`src/hw/rtl/orte_pkg.sv`:
```
package orte_pkg;

  localparam int TABLE_ENTRIES = 64;
  localparam int PEER_SLOTS    = 16;

  localparam int IDX_W   = $clog2(TABLE_ENTRIES);
  localparam int CNT_W   = $clog2(TABLE_ENTRIES + 1);
  localparam int DL_W    = $clog2(PEER_SLOTS + 1);
  localparam int PEER_W  = 4;
  localparam int KEY_W   = 64;
  localparam int TIME_W  = 63;
  localparam int SPACE_W = 12;
  localparam int STALL_W = 26;
  localparam int CFG_W   = 26;

  // half a second in microseconds
  localparam int HALF_SEC_W = 19;
  localparam logic [HALF_SEC_W-1:0] HALF_SEC_US = HALF_SEC_W'(500000);
  localparam int MUL1_W = SPACE_W + HALF_SEC_W;
  localparam int MUL2_W = MUL1_W + DL_W + 1;

  localparam logic CFG_SPACING = 1'b0;
  localparam logic CFG_STALL   = 1'b1;

  typedef enum logic [2:0] {
    OP_REQUEST    = 3'd0,
    OP_FORGET_REQ = 3'd1,
    OP_FORGET_SUP = 3'd2,
    OP_MARK_STALL = 3'd3,
    OP_CHECK      = 3'd4,
    OP_LOOKUP     = 3'd5
  } op_e;

  typedef enum logic [1:0] {
    ST_OK        = 2'd0,
    ST_SAME      = 2'd1,
    ST_NOT_FOUND = 2'd2,
    ST_FULL      = 2'd3
  } status_e;

  typedef enum logic [3:0] {
    S_IDLE,
    S_MATCH,
    S_FIND,
    S_DISP,
    S_FGT1,
    S_FGT2,
    S_INS,
    S_SUP1,
    S_SUP2,
    S_CHK1,
    S_CHK2,
    S_CHK3,
    S_DONE
  } state_e;

  typedef struct packed {
    logic              del;
    logic [IDX_W-1:0]  del_idx;
    logic              ins;
    logic [IDX_W-1:0]  ins_idx;
    logic [KEY_W-1:0]  ins_key;
    logic [PEER_W-1:0] ins_owner;
    logic [KEY_W-1:0]  cmp_key;
    logic [PEER_W-1:0] cmp_owner;
  } chain_ctl_t;

  typedef struct packed {
    logic             found;
    logic [IDX_W-1:0] idx;
  } pick_t;

endpackage

```
`src/hw/rtl/orte_pick.sv`:
```
module orte_pick (
  input  logic [orte_pkg::TABLE_ENTRIES-1:0] vec_i,
  output orte_pkg::pick_t                    pick_o
);

  always_comb begin
    pick_o.found = |vec_i;
    pick_o.idx   = '0;
    for (int i = orte_pkg::TABLE_ENTRIES - 1; i >= 0; i--) begin
      if (vec_i[i]) begin
        pick_o.idx = orte_pkg::IDX_W'(i);
      end
    end
  end

endmodule

```
`config.mk`:
```
export PLATFORM = sky130hd
export DESIGN_NAME = orte_pick
export DESIGN_NICKNAME = d
export VERILOG_FILES = /design/src/hw/rtl/orte_pkg.sv /design/src/hw/rtl/orte_pick.sv
export SDC_FILE = /design/constraint.sdc
export NUM_CORES = 1
export LEC_CHECK = 0
export ABC_AREA = 1
export BUFFER_PORTS_ARGS = -buffer_cell sky130_fd_sc_hd__buf_2
export CORE_MARGIN = 2
export CORE_UTILIZATION = 44
export DETAILED_ROUTE_END_ITERATION = 6
export PLACE_DENSITY = 0.94
export SLEW_MARGIN = 20
export SYNTH_ARGS = -nofsm -noshare
export SYNTH_HDL_FRONTEND = slang
export SYNTH_SLANG_ARGS = --single-unit
```
`constraint.sdc`:
```
create_clock -name vclk -period 4.9
set_clock_uncertainty 0.1 [all_clocks]
set_input_delay 0.98 -clock vclk [all_inputs]
set_output_delay 0.98 -clock vclk [all_outputs]
set_load 0.01 [all_outputs]
```
==> metrics.txt, run 1 <==
outcome=complete, but fails checks; failing checks=negative setup slack; FF/Latch Area=0 µm²; Power Dens Cells=approximately 62 nW/µm²; first-pass GRT wire length=3988 µm; YS warnings=0; global route total overflow=0; Overall Global Routing Usage=~18%; final core occ=65.67%; CP max stage cell=buf_2; top cell type's share of synthesized area=36.63%; Hold Path Class=primary input to primary output; critical path's largest stage delay=0.13 ns; Port Buffers=71; Setup TNS Final=-0.3387 ns; largest net degree at the start of global routing=4; top post-synthesis cells by count=nand2_1 (100), inv_1 (59), nor2_1 (44), bufinv_8 (7), nand3_1 (6); kind of critical path=primary input to primary output; Initial Util=between 40 and 50%; Startpoint Class=primary input; Combinational Power Share=100.0%; Worst path top cell family by delay=simple AND/OR/NAND/NOR gates; average cell area after synthesis=roughly 4.4 µm²; CORE AREA=~2200 µm²; Die H=approximately 52 µm; most frequent cell after synthesis=nand2_1; sw frac=a little under half; Layout Cells excl Fill=339; vias per cell=4.265; ranking of synthesized cells by area=nand2_1 (37%), inv_1 (22%), nor2_1 (16%), bufinv_8 (12%), nand3_1 (2.9%); placed insts=339; Hold Path Stages=3; WP buf/inv=3; Final #Nets=377; Most common cell on crit path=nand2_1; Slew HR=68.85%; clock group share of total power=0%; minimum clock period=5.239 ns; via count=between 1k and 1.5k; Antenna Cells=0; worst setup margin=-0.3387 ns; Leakage=between 1 and 1.5 nW; crit share post-route=106.9%; Max Cap Violations=0; CP Depth=65; Ports=between 70 and 80; Rows=17; Synth area leader=nand2_1; initial antenna violation count=0; Max VDD drop=0.04172 mV; Seq/Total Area, Yosys=0%; WP data arrival=approximately 4.2 ns; fmax=190.9 MHz; Distinct cells, synth=16; FFs & Latches=0; crit path from=vec_i[62]; Routed WL per cell=around 7 µm; DRC viols=0; RD Place Congestion=0.7826; fin. max-slew vios=0; Req. time, crit path=3.82 ns; number of setup violations in the final report=1; final wirelength=2381 µm; Die W=around 52 µm; clk_buf instances=0; Power Internal=slightly below 0.00005 W; share of post-route cells with drive strength above 1=28.30%; die area=2731 µm²; worst-path fanout max=2; RSZ-0062 raised after global routing=yes; worst hold start=vec_i[0]; Final Hold Violating Endpoints=0; Detail Placement HPWL=roughly 2300 µm; Flop pwr share=0%; setup bufs post-CTS=0; Iter 0 DRT Violations=8; cts hold-fix bufs=0; drt first pass iters=3; sw power=~0.000042 W; area delta synth->final=41.76%; Mapped Area=~1000 µm²; cells after synthesis=235; vias in the first global route=approximately 1.2k; Worst-Margin Slew=0.4629 ns; ANT nets after route=0; Worst Setup End Kind=primary output; Synthesized Nets=between 200 and 300
## logic make-up (layout without fill, tap and decap cells)
family                 Yosys count  in the layout  synth area share [%]
AO/OA/AOI/OAI                   12             12                 7.450
buffers and inverters           69            145                 34.68
AND/OR/NAND/NOR                154            154                 57.88
## stage by stage
stage	area (µm²)	setup slack (ns)	hold slack [ns]	total power (W)
detailed placement	1453	-0.3924	2.125	0.00009154
global placement	1453	-0.3063	2.126	0.00008898
global route	1453	-0.9644	2.135	0.0001050
finish	1453	-0.3387	2.126	0.00009075
floorplan	1025	0.1010	1.886	0.00005030
CTS	1453	-0.4000	2.128	0.00009193
## routing by layer
metal	up-vias	track usage (%)	wire [µm]	share of wire, %
met5	-	0	0	0
met1	589	17.86	912	38
met4	0	0	0	0
li1	819	-	-	-
met3	0	2.857	197	8.3
met2	38	39.66	1271	53
## worst min-delay path: cells and delay by family
family,cells,cell delay [ns]
buffers and inverters,2,0.24
AO/OA/AOI/OAI,1,0.03
## path summary, 6_finish.rpt
check                  endpoint  slack [ns]
worst max-delay path  pick_o[0]       -0.34
worst min-delay path  pick_o[0]        2.13
## power groups by stage
stage	clock network, W	registers (W)	logic, W
final	0	0	0.0000907
after global routing	0	0	0.000105
after detailed placement	0	0	0.0000915
after global placement	0	0	0.0000890
after floorplan	0	0	0.0000503
after CTS	0	0	0.0000919
## cell usage in the layout, fill, tap and decap left out, drive strengths merged
master / synthesis / routed
buf: 0 / 76
o21bai: 1 / 1
nand2: 100 / 100
nor4: 2 / 2
o31ai: 1 / 1
nor3: 2 / 2
nor2: 44 / 44
a311oi: 1 / 1
o21ai: 2 / 2
a211oi: 1 / 1
a21oi: 5 / 5
bufinv: 7 / 7
nand3: 6 / 6
inv: 62 / 62
a31oi: 1 / 1
## timing repair
| item | CTS | global route |
|---|---|---|
| pin swaps | 0 | 0 |
| setup endpoints to repair | 1 | 1 |
| gates resized for setup | 1 | 0 |
| cloned | 0 | 0 |
## layout make-up
type | instances | area (µm²)
Multi-Input combinational cell | 166 | 669.4
Tap cell | 28 | 35.03
Timing Repair Buffer | 76 | 392.9
Fill cell | 233 | 759.5
Inverter | 69 | 355.3
Power figures use the tool's default switching activity.
==> run 2: changes to the inputs <==
Settings changed: CORE_UTILIZATION 44 to 40, PLACE_DENSITY 0.94 to 0.9.
Clock period 4.9 ns to 4.5 ns, I/O delays scaled along.
==> run 2 against run 1 <==
Net effect:
- the run still ends with negative setup slack left
- largest power group unchanged
- worst setup slack worse by 0.20 ns
- final area is 2.8% higher
- first-iteration DRC count is 75% higher
- total power is 13% higher
- critical path depth stayed put
- die area is 9.2% higher
- clock-buffer cell count stayed put
- global-route usage is 1.5 points lower
- critical path type unchanged
- combinational power is 12% higher
==> metrics.txt, run 2 (synthesis results as in run 1) <==
share of post-route cells with drive strength above 1=29.81% (+1.5 points); Rows=18 (+1); Hold Path Class=primary input to primary output; WP data arrival=4.04 ns (-0.12 ns); global route total overflow=0 (unchanged); Worst Setup End Kind=primary output; RSZ-0062 raised after global routing=yes; Die W=54.62 µm (+4.5%); Final Hold Violating Endpoints=0 (unchanged); final wirelength=2444 µm (+2.6%); area delta synth->final=45.67%; ANT nets after route=0 (unchanged); Max VDD drop=0.04178 mV (+0.15%); crit path from=vec_i[62]; DRC viols=0 (unchanged); worst-path fanout max=2 (unchanged); Place WS=-0.5902 ns (-0.1978 ns); Most common cell on crit path=nand2_1; Overall Global Routing Usage=16.44% (-1.5 points); number of setup violations in the final report=1 (unchanged); Antenna Cells=0 (unchanged); Worst-Margin Slew=0.4655 ns (+0.002537 ns); CP max stage cell=buf_2; worst setup margin=-0.5407 ns (-0.2020 ns); Req. time, crit path=3.50 ns (-0.32 ns); Iter 0 DRT Violations=14 (+6); CORE AREA=2455 µm² (+11%); Leakage=1.034 nW (+1.1%); first-pass GRT wire length=3905 µm (-2.1%); FF/Latch Area=0 µm² (unchanged); most common cell after layout, fill and taps aside=nand2_1; Initial Util=41.74% (-4.6 points); minimum clock period=5.041 ns; via count=1,449 (+0.21%); Detail Placement HPWL=2229 µm (-3.7%); clk_buf instances=0 (unchanged); critical path's largest stage delay=0.13 ns (about the same); Port Buffers=71 (unchanged); Final Power=0.0001024 W (+13%); crit share post-route=112.0%; Slew HR=68.68% (-0.17 points); kind of critical path=primary input to primary output; Routed WL per cell=7.146 µm (+1.7%); Max Cap Violations=0 (unchanged); vias per cell=4.237 (-0.67%); FFs & Latches=0 (unchanged); Die H=54.62 µm (+4.5%); commonest non-fill, non-tap cells in the layout=nand2_1 (100), buf_2 (69), inv_1 (58), nor2_1 (43), bufinv_8 (7); Final #Nets=378 (+0.27%); die area=2983 µm² (+9.2%); fmax=198.4 MHz; largest net degree at the start of global routing=4 (unchanged); Startpoint Class=primary input; initial antenna violation count=0 (unchanged); final core occ=60.81% (-4.9 points); outcome=complete, but fails checks; Power Dens Cells=68.63 nW/µm² (+9.9%); worst hold start=vec_i[0]; RD Place Congestion=0.7765 (-0.78%); fin. max-slew vios=0 (unchanged); Ports=71 (unchanged); drt first pass iters=4 (+1); vias in the first global route=1,169 (-1.9%); failing checks=negative setup slack; cts hold-fix bufs=0 (unchanged)
==> run 2: cell type report <==
cell class                      count  area [µm²]
Fill cell                         274       962.2
Inverter                           69       355.3
Timing Repair Buffer               77       412.9
Tap cell                           30       37.54
Multi-Input combinational cell    166       686.9
==> run 2: path summary, 6_finish.rpt <==
path               endpoint  slack, ns  cells past startpoint
setup / recovery  pick_o[0]      -0.54                     65
hold / removal    pick_o[0]       1.99                      3
==> run 2: worst max-delay path, delay by kind of cell <==
family | cells | cell delay [ns]
AO/OA/AOI/OAI | 1 | 0.11
buffers and inverters | 3 | 0.26
AND/OR/NAND/NOR | 61 | 2.77
==> run 2: timing repair <==
item | 4_1_cts | 5_1_grt
setup buffers | 0 | 1
endpoints found under the setup margin | 1 | 2
gates resized for setup | 0 | 8
pin swaps | 0 | 6
==> run 2: report_power, final <==
part           switching, W  leakage (nW)  internal (W)  total (W)
sequential                0             0             0          0
clock                     0             0             0          0
combinational     0.0000467          1.03     0.0000557   0.000102
total             0.0000467          1.03     0.0000557   0.000102
==> run 2: routing by layer <==
layer,vias up,share of wire (%),GRT usage (%)
met4,0,0.78,0.4167
met5,-,0,0
met1,583,40,17.31
met3,2,6.5,1.913
met2,37,53,35.12
li1,827,-,-
==> run 2: through the flow <==
step | hold WS (ns) | setup TNS, ns | area [µm²] | std cells
2_1_floorplan | 1.726 | -0.1390 | 1025 | 235
3_3_place_gp | 1.965 | -0.5434 | 1455 | 341
3_5_place_dp | 1.969 | -0.5902 | 1455 | 341
4_1_cts | 1.970 | -0.6023 | 1455 | 341
5_1_grt | 2.013 | -1.261 | 1493 | 342
6_report | 1.987 | -0.5407 | 1493 | 342
